`config.mk`:
```
export PLATFORM = sky130hd
export DESIGN_NAME = frame_difference_motion_detect
export DESIGN_NICKNAME = d
export VERILOG_FILES = /design/src/hdl/fdmd_pkg.sv /design/src/hdl/fdmd_regs.sv /design/src/hdl/fdmd_diff.sv /design/src/hdl/fdmd_accum.sv /design/src/hdl/frame_difference_motion_detect.sv
export SDC_FILE = /design/constraint.sdc
export NUM_CORES = 1
export LEC_CHECK = 0
export BUFFER_PORTS_ARGS = -buffer_cell sky130_fd_sc_hd__clkbuf_2
export CAP_MARGIN = 20
export CORE_UTILIZATION = 55
export DETAILED_ROUTE_END_ITERATION = 12
export GPL_TIMING_DRIVEN = 0
export PLACE_DENSITY_LB_ADDON = 0.1
export SYNTH_ARGS = -nofsm -noshare
export SYNTH_HDL_FRONTEND = slang
export SYNTH_HIERARCHICAL = 1
export SYNTH_SLANG_ARGS = --single-unit
```
`constraint.sdc`:
```
create_clock -name clk -period 12.8 [get_ports clk]
set_input_delay 0.64 -clock clk [delete_from_list [all_inputs] [get_ports clk]]
set_output_delay 0.64 -clock clk [all_outputs]
set_load 0.01 [all_outputs]
```
`src/hdl/fdmd_pkg.sv`:
```
// ----------------------------------------------------------------------------
// fdmd_pkg
// Shared types and constants of the frame difference motion detector:
// configuration register layout, register indexes and reset values.
// ----------------------------------------------------------------------------
`default_nettype none

package fdmd_pkg;

	localparam int unsigned CFG_ADDR_W = 5;
	localparam int unsigned CFG_DATA_W = 32;
	localparam int unsigned LEVEL_W    = 8;
	localparam int unsigned COUNT_W    = 23;
	localparam int unsigned SIZE_W     = 12;
	localparam int unsigned PIXEL_W    = 16;
	localparam int unsigned DIFF_W     = 8;

	typedef enum logic [2:0] {
		REG_PIXEL_MODE      = 3'd0,
		REG_LEVEL_THRESHOLD = 3'd1,
		REG_COUNT_THRESHOLD = 3'd2,
		REG_FRAME_WIDTH     = 3'd3,
		REG_FRAME_HEIGHT    = 3'd4
	} reg_index_t;

	localparam logic               MODE_RST   = 1'b0;
	localparam logic [LEVEL_W-1:0] LEVEL_RST  = 8'd20;
	localparam logic [COUNT_W-1:0] COUNT_RST  = 23'd300;
	localparam logic [SIZE_W-1:0]  WIDTH_RST  = 12'd320;
	localparam logic [SIZE_W-1:0]  HEIGHT_RST = 12'd240;

	// The changed-pixel count saturates here.
	localparam logic [COUNT_W-1:0] COUNT_LIMIT = 23'd4194304;

	// RGB565 channel masks.
	localparam logic [PIXEL_W-1:0] RED_BITS   = 16'hF800;
	localparam logic [PIXEL_W-1:0] GREEN_BITS = 16'h07E0;
	localparam logic [PIXEL_W-1:0] BLUE_BITS  = 16'h001F;

	typedef struct packed {
		logic               pixel_mode;
		logic [LEVEL_W-1:0] level_threshold;
		logic [COUNT_W-1:0] count_threshold;
		logic [SIZE_W-1:0]  frame_width;
		logic [SIZE_W-1:0]  frame_height;
	} cfg_t;

	// Handshake between the input register and the frame accumulator.
	typedef struct packed {
		logic valid;
		logic changed;
	} pix_ctl_t;

endpackage

`default_nettype wire

```
`src/hdl/fdmd_regs.sv`:
```
// ----------------------------------------------------------------------------
// fdmd_regs
// APB-style configuration register file of the motion detector.
// ----------------------------------------------------------------------------
`default_nettype none

module fdmd_regs (
	input  wire logic                               clk,
	input  wire logic                               arst_n,
	input  wire logic                               psel,
	input  wire logic                               penable,
	input  wire logic                               pwrite,
	input  wire logic [fdmd_pkg::CFG_ADDR_W-1:0]    paddr,
	input  wire logic [fdmd_pkg::CFG_DATA_W-1:0]    pwdata,
	output logic      [fdmd_pkg::CFG_DATA_W-1:0]    prdata,
	output logic                                    pready,
	output fdmd_pkg::cfg_t                          cfg
);

	fdmd_pkg::cfg_t cfg_q;
	logic [2:0]     index;
	logic           wr_en;

	assign index  = paddr[4:2];
	assign pready = 1'b1;
	assign wr_en  = psel && penable && pwrite && pready;
	assign cfg    = cfg_q;

	always_ff @(posedge clk or negedge arst_n) begin
		if (!arst_n) begin
			cfg_q.pixel_mode      <= fdmd_pkg::MODE_RST;
			cfg_q.level_threshold <= fdmd_pkg::LEVEL_RST;
			cfg_q.count_threshold <= fdmd_pkg::COUNT_RST;
			cfg_q.frame_width     <= fdmd_pkg::WIDTH_RST;
			cfg_q.frame_height    <= fdmd_pkg::HEIGHT_RST;
		end else if (wr_en) begin
			unique case (index)
				fdmd_pkg::REG_PIXEL_MODE:      cfg_q.pixel_mode      <= pwdata[0];
				fdmd_pkg::REG_LEVEL_THRESHOLD: cfg_q.level_threshold <= pwdata[7:0];
				fdmd_pkg::REG_COUNT_THRESHOLD: cfg_q.count_threshold <= pwdata[22:0];
				fdmd_pkg::REG_FRAME_WIDTH:     cfg_q.frame_width     <= pwdata[11:0];
				fdmd_pkg::REG_FRAME_HEIGHT:    cfg_q.frame_height    <= pwdata[11:0];
				default: ;
			endcase
		end
	end

	always_comb begin
		prdata = '0;
		unique case (index)
			fdmd_pkg::REG_PIXEL_MODE:      prdata[0]    = cfg_q.pixel_mode;
			fdmd_pkg::REG_LEVEL_THRESHOLD: prdata[7:0]  = cfg_q.level_threshold;
			fdmd_pkg::REG_COUNT_THRESHOLD: prdata[22:0] = cfg_q.count_threshold;
			fdmd_pkg::REG_FRAME_WIDTH:     prdata[11:0] = cfg_q.frame_width;
			fdmd_pkg::REG_FRAME_HEIGHT:    prdata[11:0] = cfg_q.frame_height;
			default:                       prdata       = '0;
		endcase
	end

endmodule

`default_nettype wire

```
`src/hdl/fdmd_diff.sv`:
```
// ----------------------------------------------------------------------------
// fdmd_diff
// Pixel difference and level compare: RGB565 channel sum or gray byte.
// ----------------------------------------------------------------------------
`default_nettype none

module fdmd_diff (
	input  wire logic                             pixel_mode,
	input  wire logic [fdmd_pkg::LEVEL_W-1:0]     level_threshold,
	input  wire logic [fdmd_pkg::PIXEL_W-1:0]     pixel_first,
	input  wire logic [fdmd_pkg::PIXEL_W-1:0]     pixel_second,
	output logic                                  changed
);

	logic [4:0]                    r1, r2, b1, b2, dr, db;
	logic [5:0]                    g1, g2, dg;
	logic [7:0]                    y1, y2, dy;
	logic [fdmd_pkg::DIFF_W-1:0]   diff;
	logic [fdmd_pkg::PIXEL_W-1:0]  m1r, m2r, m1g, m2g, m1b, m2b;

	always_comb begin
		m1r = pixel_first  & fdmd_pkg::RED_BITS;
		m2r = pixel_second & fdmd_pkg::RED_BITS;
		m1g = pixel_first  & fdmd_pkg::GREEN_BITS;
		m2g = pixel_second & fdmd_pkg::GREEN_BITS;
		m1b = pixel_first  & fdmd_pkg::BLUE_BITS;
		m2b = pixel_second & fdmd_pkg::BLUE_BITS;
		r1 = m1r[15:11];
		r2 = m2r[15:11];
		g1 = m1g[10:5];
		g2 = m2g[10:5];
		b1 = m1b[4:0];
		b2 = m2b[4:0];
		y1 = pixel_first[7:0];
		y2 = pixel_second[7:0];
		dr = (r1 > r2) ? r1 - r2 : r2 - r1;
		dg = (g1 > g2) ? g1 - g2 : g2 - g1;
		db = (b1 > b2) ? b1 - b2 : b2 - b1;
		dy = (y1 > y2) ? y1 - y2 : y2 - y1;
		// The channel sum peaks at 125, so it never overflows the byte.
		if (pixel_mode) begin
			diff = dy;
		end else begin
			diff = 8'(dr) + 8'(dg) + 8'(db);
		end
		changed = diff > level_threshold;
	end

endmodule

`default_nettype wire

```
`src/hdl/fdmd_accum.sv`:
```
// ----------------------------------------------------------------------------
// fdmd_accum
// Raster position counters, changed-pixel count, bounding box and the
// result register that carries one word per frame.
// ----------------------------------------------------------------------------
`default_nettype none

module fdmd_accum #(
	parameter int unsigned MAX_WIDTH  = 2048,
	parameter int unsigned MAX_HEIGHT = 2048,
	localparam int unsigned CW = $clog2(MAX_WIDTH),
	localparam int unsigned RW = $clog2(MAX_HEIGHT),
	localparam int unsigned WW = $clog2(MAX_WIDTH + 1),
	localparam int unsigned HW = $clog2(MAX_HEIGHT + 1)
) (
	input  wire logic                            clk,
	input  wire logic                            arst_n,
	input  wire fdmd_pkg::cfg_t                  cfg,
	input  wire fdmd_pkg::pix_ctl_t              pix,
	output logic                                 advance,
	output logic                                 out_valid,
	input  wire logic                            out_stall,
	output logic                                 motion_detected,
	output logic [fdmd_pkg::COUNT_W-1:0]         changed_count,
	output logic [WW-1:0]                        box_left,
	output logic [HW-1:0]                        box_top,
	output logic [CW-1:0]                        box_right,
	output logic [RW-1:0]                        box_bottom
);

	localparam int unsigned LEFT_RST_I =
		(32'(fdmd_pkg::WIDTH_RST) > MAX_WIDTH) ? MAX_WIDTH : 32'(fdmd_pkg::WIDTH_RST);
	localparam int unsigned TOP_RST_I =
		(32'(fdmd_pkg::HEIGHT_RST) > MAX_HEIGHT) ? MAX_HEIGHT : 32'(fdmd_pkg::HEIGHT_RST);
	localparam logic [WW-1:0] LEFT_RST = WW'(LEFT_RST_I);
	localparam logic [HW-1:0] TOP_RST  = HW'(TOP_RST_I);

	logic [CW-1:0]                col_q;
	logic [RW-1:0]                row_q;
	logic [fdmd_pkg::COUNT_W-1:0] total_q, total_n;
	logic [WW-1:0]                left_q, left_n;
	logic [HW-1:0]                top_q, top_n;
	logic [CW-1:0]                right_q, right_n;
	logic [RW-1:0]                bottom_q, bottom_n;
	logic [WW-1:0]                eff_w;
	logic [HW-1:0]                eff_h;
	logic                         row_end, frame_end, out_valid_q;

	// Effective frame size: zero acts as one, oversize clamps to the maximum.
	always_comb begin
		if (cfg.frame_width == '0) begin
			eff_w = WW'(1);
		end else if (32'(cfg.frame_width) > MAX_WIDTH) begin
			eff_w = WW'(MAX_WIDTH);
		end else begin
			eff_w = WW'(cfg.frame_width);
		end
		if (cfg.frame_height == '0) begin
			eff_h = HW'(1);
		end else if (32'(cfg.frame_height) > MAX_HEIGHT) begin
			eff_h = HW'(MAX_HEIGHT);
		end else begin
			eff_h = HW'(cfg.frame_height);
		end
	end

	always_comb begin
		row_end   = (32'(col_q) + 32'd1) >= 32'(eff_w);
		frame_end = row_end && ((32'(row_q) + 32'd1) >= 32'(eff_h));
		// Pixels inside a frame move on even while a finished word waits.
		advance   = pix.valid && (!frame_end || !out_valid_q || !out_stall);

		total_n  = total_q;
		left_n   = left_q;
		top_n    = top_q;
		right_n  = right_q;
		bottom_n = bottom_q;
		if (pix.changed) begin
			if (total_q < fdmd_pkg::COUNT_LIMIT) begin
				total_n = total_q + 1'b1;
			end
			if (32'(col_q) < 32'(left_q)) begin
				left_n = WW'(col_q);
			end
			if (32'(row_q) < 32'(top_q)) begin
				top_n = HW'(row_q);
			end
			if (col_q > right_q) begin
				right_n = col_q;
			end
			if (row_q > bottom_q) begin
				bottom_n = row_q;
			end
		end
	end

	always_ff @(posedge clk or negedge arst_n) begin
		if (!arst_n) begin
			col_q    <= '0;
			row_q    <= '0;
			total_q  <= '0;
			left_q   <= LEFT_RST;
			top_q    <= TOP_RST;
			right_q  <= '0;
			bottom_q <= '0;
		end else if (advance) begin
			if (frame_end) begin
				col_q    <= '0;
				row_q    <= '0;
				total_q  <= '0;
				left_q   <= eff_w;
				top_q    <= eff_h;
				right_q  <= '0;
				bottom_q <= '0;
			end else begin
				total_q  <= total_n;
				left_q   <= left_n;
				top_q    <= top_n;
				right_q  <= right_n;
				bottom_q <= bottom_n;
				if (row_end) begin
					col_q <= '0;
					row_q <= row_q + 1'b1;
				end else begin
					col_q <= col_q + 1'b1;
				end
			end
		end
	end

	always_ff @(posedge clk or negedge arst_n) begin
		if (!arst_n) begin
			out_valid_q <= 1'b0;
		end else if (advance && frame_end) begin
			out_valid_q <= 1'b1;
		end else if (!out_stall) begin
			out_valid_q <= 1'b0;
		end
	end

	always_ff @(posedge clk) begin
		if (advance && frame_end) begin
			motion_detected <= total_n > cfg.count_threshold;
			changed_count   <= total_n;
			if (total_n == '0) begin
				box_left   <= eff_w;
				box_top    <= eff_h;
				box_right  <= '0;
				box_bottom <= '0;
			end else begin
				box_left   <= left_n;
				box_top    <= top_n;
				box_right  <= right_n;
				box_bottom <= bottom_n;
			end
		end
	end

	assign out_valid = out_valid_q;

endmodule

`default_nettype wire

```
`src/hdl/frame_difference_motion_detect.sv`:
```
// ----------------------------------------------------------------------------
// frame_difference_motion_detect
// Compares two frames pixel by pixel and reports, once per frame, a motion
// flag, the changed-pixel count and the bounding box of the changes.
//
// Usage: pixel pairs (earlier and later frame, same position) enter on the
// in channel in raster order, one word per cycle at full rate. The position
// is counted against frame_width and frame_height from the APB registers.
// Each pair is captured in an input register, scored from there and added
// to the counters and box registers as it leaves; after the last pixel of a
// frame one result word appears on the out channel from a result register.
// Sustained throughput is one pixel per cycle while no pending result is
// stalled at a frame's end. While the receiver stalls a pending result,
// pixels of the next frame keep flowing; only the last pixel of that next
// frame is held in the input register, and in_stall rises, until the
// pending word is taken.
// Reset clears the counters, empties the box and loads the register
// defaults (RGB565, level 20, count 300, 320 by 240).
// ----------------------------------------------------------------------------
`default_nettype none

module frame_difference_motion_detect #(
	parameter int unsigned MAX_WIDTH  = 2048,
	parameter int unsigned MAX_HEIGHT = 2048
) (
	input  wire logic                                  clk,
	input  wire logic                                  arst_n,
	input  wire logic                                  psel,
	input  wire logic                                  penable,
	input  wire logic                                  pwrite,
	input  wire logic [fdmd_pkg::CFG_ADDR_W-1:0]       paddr,
	input  wire logic [fdmd_pkg::CFG_DATA_W-1:0]       pwdata,
	output logic      [fdmd_pkg::CFG_DATA_W-1:0]       prdata,
	output logic                                       pready,
	input  wire logic                                  in_valid,
	output logic                                       in_stall,
	input  wire logic [fdmd_pkg::PIXEL_W-1:0]          pixel_first,
	input  wire logic [fdmd_pkg::PIXEL_W-1:0]          pixel_second,
	output logic                                       out_valid,
	input  wire logic                                  out_stall,
	output logic                                       motion_detected,
	output logic [fdmd_pkg::COUNT_W-1:0]               changed_count,
	output logic [$clog2(MAX_WIDTH + 1)-1:0]           box_left,
	output logic [$clog2(MAX_HEIGHT + 1)-1:0]          box_top,
	output logic [$clog2(MAX_WIDTH)-1:0]               box_right,
	output logic [$clog2(MAX_HEIGHT)-1:0]              box_bottom
);

	fdmd_pkg::cfg_t                 cfg;
	fdmd_pkg::pix_ctl_t             pix;
	logic                           valid_s1;
	logic [fdmd_pkg::PIXEL_W-1:0]   first_s1, second_s1;
	logic                           changed;
	logic                           advance;
	logic                           accept;

	fdmd_regs u_regs (
		.clk     (clk),
		.arst_n  (arst_n),
		.psel    (psel),
		.penable (penable),
		.pwrite  (pwrite),
		.paddr   (paddr),
		.pwdata  (pwdata),
		.prdata  (prdata),
		.pready  (pready),
		.cfg     (cfg)
	);

	assign in_stall = valid_s1 && !advance;
	assign accept   = in_valid && !in_stall;

	always_ff @(posedge clk or negedge arst_n) begin
		if (!arst_n) begin
			valid_s1 <= 1'b0;
		end else if (accept) begin
			valid_s1 <= 1'b1;
		end else if (advance) begin
			valid_s1 <= 1'b0;
		end
	end

	always_ff @(posedge clk) begin
		if (accept) begin
			first_s1  <= pixel_first;
			second_s1 <= pixel_second;
		end
	end

	fdmd_diff u_diff (
		.pixel_mode      (cfg.pixel_mode),
		.level_threshold (cfg.level_threshold),
		.pixel_first     (first_s1),
		.pixel_second    (second_s1),
		.changed         (changed)
	);

	assign pix.valid   = valid_s1;
	assign pix.changed = changed;

	fdmd_accum #(
		.MAX_WIDTH  (MAX_WIDTH),
		.MAX_HEIGHT (MAX_HEIGHT)
	) u_accum (
		.clk             (clk),
		.arst_n          (arst_n),
		.cfg             (cfg),
		.pix             (pix),
		.advance         (advance),
		.out_valid       (out_valid),
		.out_stall       (out_stall),
		.motion_detected (motion_detected),
		.changed_count   (changed_count),
		.box_left        (box_left),
		.box_top         (box_top),
		.box_right       (box_right),
		.box_bottom      (box_bottom)
	);

endmodule

`default_nettype wire

```
==> results.rst, run 1 <==
.. list-table::
   :header-rows: 1

   * - Metric
     - Value
   * - Routed vias/inst
     - between 5 and 6
   * - Count of port buffers added during placement
     - roughly 160
   * - GRT Overall Usage
     - 0.270
   * - Iteration-0 DRC Markers
     - 948
   * - Leakage power total
     - between 0.008 and 0.009 uW
   * - Count of unique library cells instantiated by Yosys
     - just under 90
   * - Layout cell share with drive strength beyond 1
     - 0.198
   * - Clock H-tree levels
     - 1
   * - Max FO, Critical Path
     - 8
   * - Cell type group with the largest total delay on the critical path
     - compound AO/OA/AOI/OAI gates
   * - Site row count
     - between 60 and 70
   * - Most frequent cells in the layout
     - sky130_fd_sc_hd__clkbuf_2 (158), sky130_fd_sc_hd__ha_1 (142), sky130_fd_sc_hd__dfrtp_1 (131)
   * - Sequential standard cell area
     - ~6800 um2
   * - Die Area
     - between 30,000 and 40,000 um2
   * - Final Cycle Share
     - 0.713
   * - Setup crit end kind
     - flop
   * - Synth top area cells
     - sky130_fd_sc_hd__dfrtp_1 (20%), sky130_fd_sc_hd__edfxtp_1 (19%), sky130_fd_sc_hd__ha_1 (11%)
   * - Required arrival time at the worst endpoint
     - about 13,000 ps
   * - Reg-to-Reg Start
     - first_s1[5]
   * - Clock skew after layout
     - between 15 and 20 ps
   * - Total wirelength of the detailed-routed design
     - ~41,000 um
   * - Ant diodes
     - 0
   * - Placed Cells
     - roughly 2,100
   * - Number of gates resized after CTS
     - 0
   * - Largest net degree at the start of global routing
     - just over 80
   * - Worst slew margin relative to its limit
     - 0.0461
   * - Final hold viol count
     - 0
   * - Crit Path Class
     - reg -> reg
   * - Peak ir drop on the vdd network
     - 0.220 mV
   * - Global-route wire length before repair
     - between 60,000 and 70,000 um
   * - Number of warnings reported in the yosys synthesis log
     - 6
   * - Cell with the biggest individual delay on the critical path
     - sky130_fd_sc_hd__a22oi_1
   * - Cell type with the largest total area after synthesis
     - sky130_fd_sc_hd__dfrtp_1
   * - Count of final setup violators
     - 0
   * - Async set or reset register ratio after synthesis
     - 0.594
   * - Clock latency at the later pin of the worst-skew pair
     - 550 ps
   * - Final routed DRC violation total
     - 0
   * - Clock root cell
     - sky130_fd_sc_hd__clkbuf_16
   * - Hold-fix buffers at CTS
     - 0
   * - Sink count of the clock tree
     - 251
   * - Post-synth top area share
     - 0.200
   * - Initial core utilization
     - 0.564
   * - Floorplan die width
     - about 170 um
   * - Net count of the finished layout
     - ~2,000
   * - Per-cell routed wire length
     - 19.1 um
   * - Cell repeated most along the worst path
     - sky130_fd_sc_hd__a21o_1
   * - Area added between synthesis and finish
     - 14.2%
   * - DRT Pass-1 Iters
     - 7
   * - Worst setup path startpoint
     - first_s1[5]
   * - Ports
     - about 180
   * - Startpoint Class
     - flop
   * - Area occupied by multi-input gates
     - approximately 8600 um2
   * - Register bit count reported by yosys
     - between 200 and 300
   * - Final weighted congestion in routability-driven placement
     - a little over 0.9
   * - Setup fix buffers added after clock tree synthesis
     - 0
   * - Netlist Area Pre-Place
     - around 16,000 um2
   * - Post-synth EDFFs
     - 102
   * - Number of CTS-inserted buffers
     - 29
   * - TritonCTS clock tree
     - built
   * - Number of max-slew violations in the final report
     - 0
   * - Crit path buf inv count
     - 4
   * - Most common cell after layout, fill and taps aside
     - sky130_fd_sc_hd__clkbuf_2
   * - Detail Placement HPWL
     - 30,700 um
   * - Number of antenna violations at the first check in global routing
     - 4
   * - Total power density per cell area
     - around 300 nW/um2
   * - Setup repair after global routing missed its margin
     - false
   * - Final Total Pwr
     - around 5600 uW
   * - Post-Synthesis Cells
     - 1,542
   * - Count of maximum capacitance violations
     - 0
   * - Global-route congestion overflow total
     - 0
   * - Worst hold path type
     - in -> async
   * - Final min period
     - ~9100 ps
   * - Max stage delay on crit path
     - roughly 1100 ps
   * - Via count of the first global-routing pass
     - ~12,000
   * - Run status
     - finished, final reports clean
   * - Post-Synthesis Mean Instance Area
     - 10.6 um2
   * - Total Negative Setup Slacks
     - 0 ps
   * - Count of vias placed by the detailed router
     - approximately 13,000
   * - Clock transition time at the flip-flop clock pins of the worst setup and hold paths
     - ~60 ps
   * - Post-detailed-route count of antenna-violating nets
     - 0
   * - Count of placed standard cells in the final layout, fillers left out
     - between 2,000 and 2,500
   * - Die span in y
     - between 150 and 200 um
   * - Worst Path Arrival
     - 9420 ps
   * - Top flip-flop cell by instance count after synthesis
     - sky130_fd_sc_hd__dfrtp_1
   * - Core area
     - 29,000 um2
   * - Layout filler cell count
     - roughly 2,400
   * - Register area share after synthesis
     - 0.416
   * - Transition time at the pin with the least slew margin
     - 1430 ps
   * - Highest Clock Rate
     - about 110 MHz
   * - Max Root-Sink Buffers
     - 3
cell families (layout without fill, tap and decap cells):
group	after synthesis	after routing	share of synthesized area
AOI/OAI and AO/OA	343	343	0.153
xor gates and xnor gates	55	55	0.0294
adders and majority gates	150	150	0.118
buffers and inverters	218	434	0.0578
DFF	251	251	0.416
muxes	153	153	0.106
other	2	10	0.000459
and+or+nand+nor	370	370	0.119
worst register-to-register path: cells and delay by family, from the launching register on:
| family | cells | cell delay (ps) |
|---|---|---|
| AOI/OAI and AO/OA | 15 | 3530 |
| adders and majority gates | 6 | 2010 |
| and+or+nand+nor | 8 | 1610 |
| xor gates and xnor gates | 2 | 470 |
| muxes | 1 | 440 |
| DFF | 1 | 420 |
| buffers and inverters | 4 | 400 |
power by group:
part           leakage (uW)  internal (uW)  switching, uW  total, uW
Combinational       0.00540           1460           2110       3580
Sequential          0.00287           1120            120       1240
Clock              0.000448            471            327        798
Total               0.00872           3050           2560       5610
stage by stage:
stage	setup slack (ps)	hold slack [ps]	instance area [um2]	util
after global placement	3860	481	17700	0.609
final	3670	87.7	18700	0.644
after CTS	3790	106	18700	0.644
after floorplan	5510	344	16400	-
after global routing	3350	125	18700	0.644
after detailed placement	3850	481	17800	0.613
registers in the layout (all words and copies together), names as in the netlist:
name                     flops
u_regs/cfg                  56
u_accum/changed_count       23
u_accum/total_q             23
first_s1                    16
second_s1                   16
u_accum/box_left            12
u_accum/box_top             12
u_accum/left_q              12
u_accum/top_q               12
u_accum/bottom_q            11
u_accum/box_bottom          11
u_accum/box_right           11
u_accum/col_q               11
u_accum/right_q             11
u_accum/row_q               11
u_accum/motion_detected      1
u_accum/out_valid            1
valid_s1                     1
cell usage after synthesis (all sizes together) (26+ instances only):
library cell  instances
edfxtp              102
o21ai                47
nand3                41
mux2i                86
clkbuf               49
a21o                 40
xnor2                33
buf                  41
a22o                 43
nor2                 82
ha                  142
inv                 127
nand4                26
mux2                 67
dfrtp               131
a21oi                52
nand2                87
worst paths after layout:
kind	slack, ps	cells past startpoint	end
setup / recovery	3670	36	u_accum/motion_detected
hold / removal	90	1	u_accum/right_q[4]
setup reg to reg	3670	36	u_accum/motion_detected
hold reg to reg	490	2	u_accum/top_q[7]
max in group asynchronous	11860	2	u_regs/cfg[4]
min in group clk	270	1	second_s1[9]
cell type report:
type,instances,share of cell area
clock buffer,45,0.0453
buffer,90,0.0249
timing repair buffer,163,0.0473
multi-input combinational,1081,0.463
sequential,251,0.365
tap,384,0.0257
inverter,128,0.0257
clock inverter,8,0.00375
layer usage:
layer,track usage,wire [um],vias to the layer above
met3,0.0435,2490,88
li1,-,-,6010
met2,0.422,18500,407
met5,0,51,-
met1,0.384,18900,6112
met4,0.0819,1190,8
Power figures use the tool's default switching activity.
==> inputs of run 2 (changes only) <==
==> constraint.sdc (replaced) <==
create_clock -name clk -period 9.4 [get_ports clk]
set_input_delay 0.47 -clock clk [delete_from_list [all_inputs] [get_ports clk]]
set_output_delay 0.47 -clock clk [all_outputs]
set_load 0.01 [all_outputs]
==> results.rst, run 2 (synthesized netlist as in run 1, its figures left out) <==
.. list-table::
   :header-rows: 1

   * - Metric
     - Value
   * - Total power density per cell area
     - 409 nW/um2 (+36%)
   * - Peak ir drop on the vdd network
     - 0.301 mV (+36%)
   * - Area added between synthesis and finish
     - 14.2% (about the same)
   * - GRT Overall Usage
     - 0.270 (unchanged)
   * - Cell repeated most along the worst path
     - sky130_fd_sc_hd__a21o_1
   * - Clock skew after layout
     - 17.9 ps (+1.09 ps)
   * - Area occupied by multi-input gates
     - 8650 um2 (about the same)
   * - Number of antenna violations at the first check in global routing
     - 4 (unchanged)
   * - Flip-flop count of the largest register, all copies and words added
     - 56 (unchanged)
   * - Worst-case register-to-register setup slack
     - 840 ps (-2840 ps)
   * - Cell type group with the largest total delay on the critical path
     - compound AO/OA/AOI/OAI gates
   * - Number of max-slew violations in the final report
     - 0 (unchanged)
   * - Count of maximum capacitance violations
     - 0 (unchanged)
   * - Clock root cell
     - sky130_fd_sc_hd__clkbuf_16
   * - Placement Cell Area
     - 17,800 um2 (unchanged)
   * - Site row count
     - 62 (unchanged)
   * - Leakage power total
     - 0.00873 uW (about the same)
   * - Core area
     - 29,000 um2 (unchanged)
   * - DRT Pass-1 Iters
     - 6 (-1)
   * - Iteration-0 DRC Markers
     - 970 (+2.3%)
   * - Total Negative Setup Slacks
     - 0 ps (unchanged)
   * - Max stage delay on crit path
     - 610 ps (-450 ps)
   * - Number of CTS-inserted buffers
     - 29 (unchanged)
   * - Final routed DRC violation total
     - 0 (unchanged)
   * - Transition time at the pin with the least slew margin
     - 1070 ps (-358 ps)
   * - Clock H-tree levels
     - 1 (unchanged)
   * - Largest net degree at the start of global routing
     - 81 (unchanged)
   * - Design Area, Final
     - 18,700 um2 (about the same)
   * - Most frequent cells in the layout
     - sky130_fd_sc_hd__clkbuf_2 (158), sky130_fd_sc_hd__ha_1 (142), sky130_fd_sc_hd__dfrtp_1 (131)
   * - Routed vias/inst
     - 5.89 (+0.26%)
   * - Final Cycle Share
     - 0.911 (+0.198)
   * - Die Area
     - 30,500 um2 (unchanged)
   * - Layout filler cell count
     - 2,400 (-0.083%)
   * - Run status
     - finished, final reports clean
   * - Setup crit end kind
     - flop
   * - Worst Path Arrival
     - 8850 ps (-570 ps)
   * - Floorplan die width
     - 175 um (unchanged)
   * - Detail Placement HPWL
     - 30,700 um (unchanged)
   * - Crit Path Class
     - reg -> reg
   * - Sequential standard cell area
     - 6810 um2 (unchanged)
   * - Crit path buf inv count
     - 4 (unchanged)
   * - Required arrival time at the worst endpoint
     - 9690 ps (-3400 ps)
   * - Total wirelength of the detailed-routed design
     - 41,200 um (+0.17%)
   * - Per-cell routed wire length
     - 19.1 um (+0.12%)
   * - End of the worst register-to-register path
     - u_accum/motion_detected
   * - Clock latency at the later pin of the worst-skew pair
     - 550 ps (about the same)
   * - Layout cell share with drive strength beyond 1
     - 0.199 (+0.000454)
   * - Clock transition time at the flip-flop clock pins of the worst setup and hold paths
     - 60 ps (about the same)
   * - Max Root-Sink Buffers
     - 3 (unchanged)
   * - Worst-case reg-to-reg path depth
     - 36 (unchanged)
   * - Count of vias placed by the detailed router
     - 12,700 (+0.31%)
   * - Cell with the biggest individual delay on the critical path
     - sky130_fd_sc_hd__a22oi_2
   * - Ant diodes
     - 0 (unchanged)
   * - Worst setup path startpoint
     - first_s1[5]
   * - Net count of the finished layout
     - 1,971 (+0.051%)
   * - Post-detailed-route count of antenna-violating nets
     - 0 (unchanged)
   * - Sink count of the clock tree
     - 251 (unchanged)
   * - Die span in y
     - 175 um (unchanged)
   * - Initial core utilization
     - 0.564 (unchanged)
   * - Startpoint Class
     - flop
   * - Final min period
     - 8560 ps (-565 ps)
   * - Setup repair after global routing missed its margin
     - false
   * - Reg-to-Reg Start
     - first_s1[5]
   * - Ports
     - 181 (unchanged)
   * - Global-route wire length before repair
     - 65,200 um (unchanged)
   * - Worst slew margin relative to its limit
     - 0.282 (+0.235)
   * - Final hold viol count
     - 0 (unchanged)
   * - Final weighted congestion in routability-driven placement
     - 0.905 (unchanged)
   * - Setup fix buffers added after clock tree synthesis
     - 0 (unchanged)
   * - Highest Clock Rate
     - 117 MHz (+6.6%)
   * - Max FO, Critical Path
     - 8 (unchanged)
   * - Count of port buffers added during placement
     - 159 (unchanged)
   * - Count of final setup violators
     - 0 (unchanged)
   * - Worst hold path type
     - in -> reg
   * - Most common cell after layout, fill and taps aside
     - sky130_fd_sc_hd__clkbuf_2
   * - Logic depth of the worst setup path including buffers
     - 36 (unchanged)
   * - Timing endpoint of the critical path
     - u_accum/motion_detected
   * - TritonCTS clock tree
     - built
   * - Global-route congestion overflow total
     - 0 (unchanged)
   * - Via count of the first global-routing pass
     - 12,200 (unchanged)
## run 2: per-stage QoR
step / setup WS, ps / hold slack [ps] / cells / power, uW / utilization
2_1_floorplan: 2110 / 174 / 1550 / 5180 / -
3_3_place_gp: 463 / 481 / 2093 / 6350 / 0.609
3_5_place_dp: 454 / 481 / 2097 / 6500 / 0.613
4_1_cts: 392 / 67.9 / 2151 / 7610 / 0.644
5_1_grt: 435 / 76.4 / 2151 / 8160 / 0.645
6_report: 836 / 96.9 / 2151 / 7650 / 0.645
## run 2: repair_timing
action                     in CTS  in global routing
hold endpoints to repair       60                  0
resized for setup               0                  1
hold buffers                    1                  0
setup endpoints to repair       0                  1
## run 2: worst min path at each step
stage,start,to,slack (ps),cells past startpoint
global placement,u_accum/top_q[7],u_accum/top_q[7],480,2
global route,pixel_second[9],second_s1[9],80,1
floorplan,arst_n,u_accum/bottom_q[0],170,0
CTS,pixel_second[9],second_s1[9],70,1
detailed placement,u_accum/top_q[7],u_accum/top_q[7],480,2
finish,pixel_second[9],second_s1[9],100,1
## run 2: report_power, final
group	switching, uW	internal [uW]	leakage (uW)
Sequential	163	1530	0.00287
Clock	444	641	0.000448
Combinational	2880	2000	0.00541
## run 2: layout make-up
type,instances,share of cell area
clock buffers,45,0.0452
inverters,128,0.0257
clock inverters,8,0.00375
multi-input cells,1081,0.463
plain buffers,90,0.0249
well taps,384,0.0257
flip-flops and latches,251,0.364
repair buffers,164,0.0478
## run 2: layer usage
layer / global-route usage / vias to the layer above / part of all wire
met5: 0 / - / 0.0014
met4: 0.0819 / 8 / 0.028
met2: 0.422 / 410 / 0.45
li1: - / 6014 / -
met3: 0.0435 / 87 / 0.064
met1: 0.384 / 6145 / 0.46
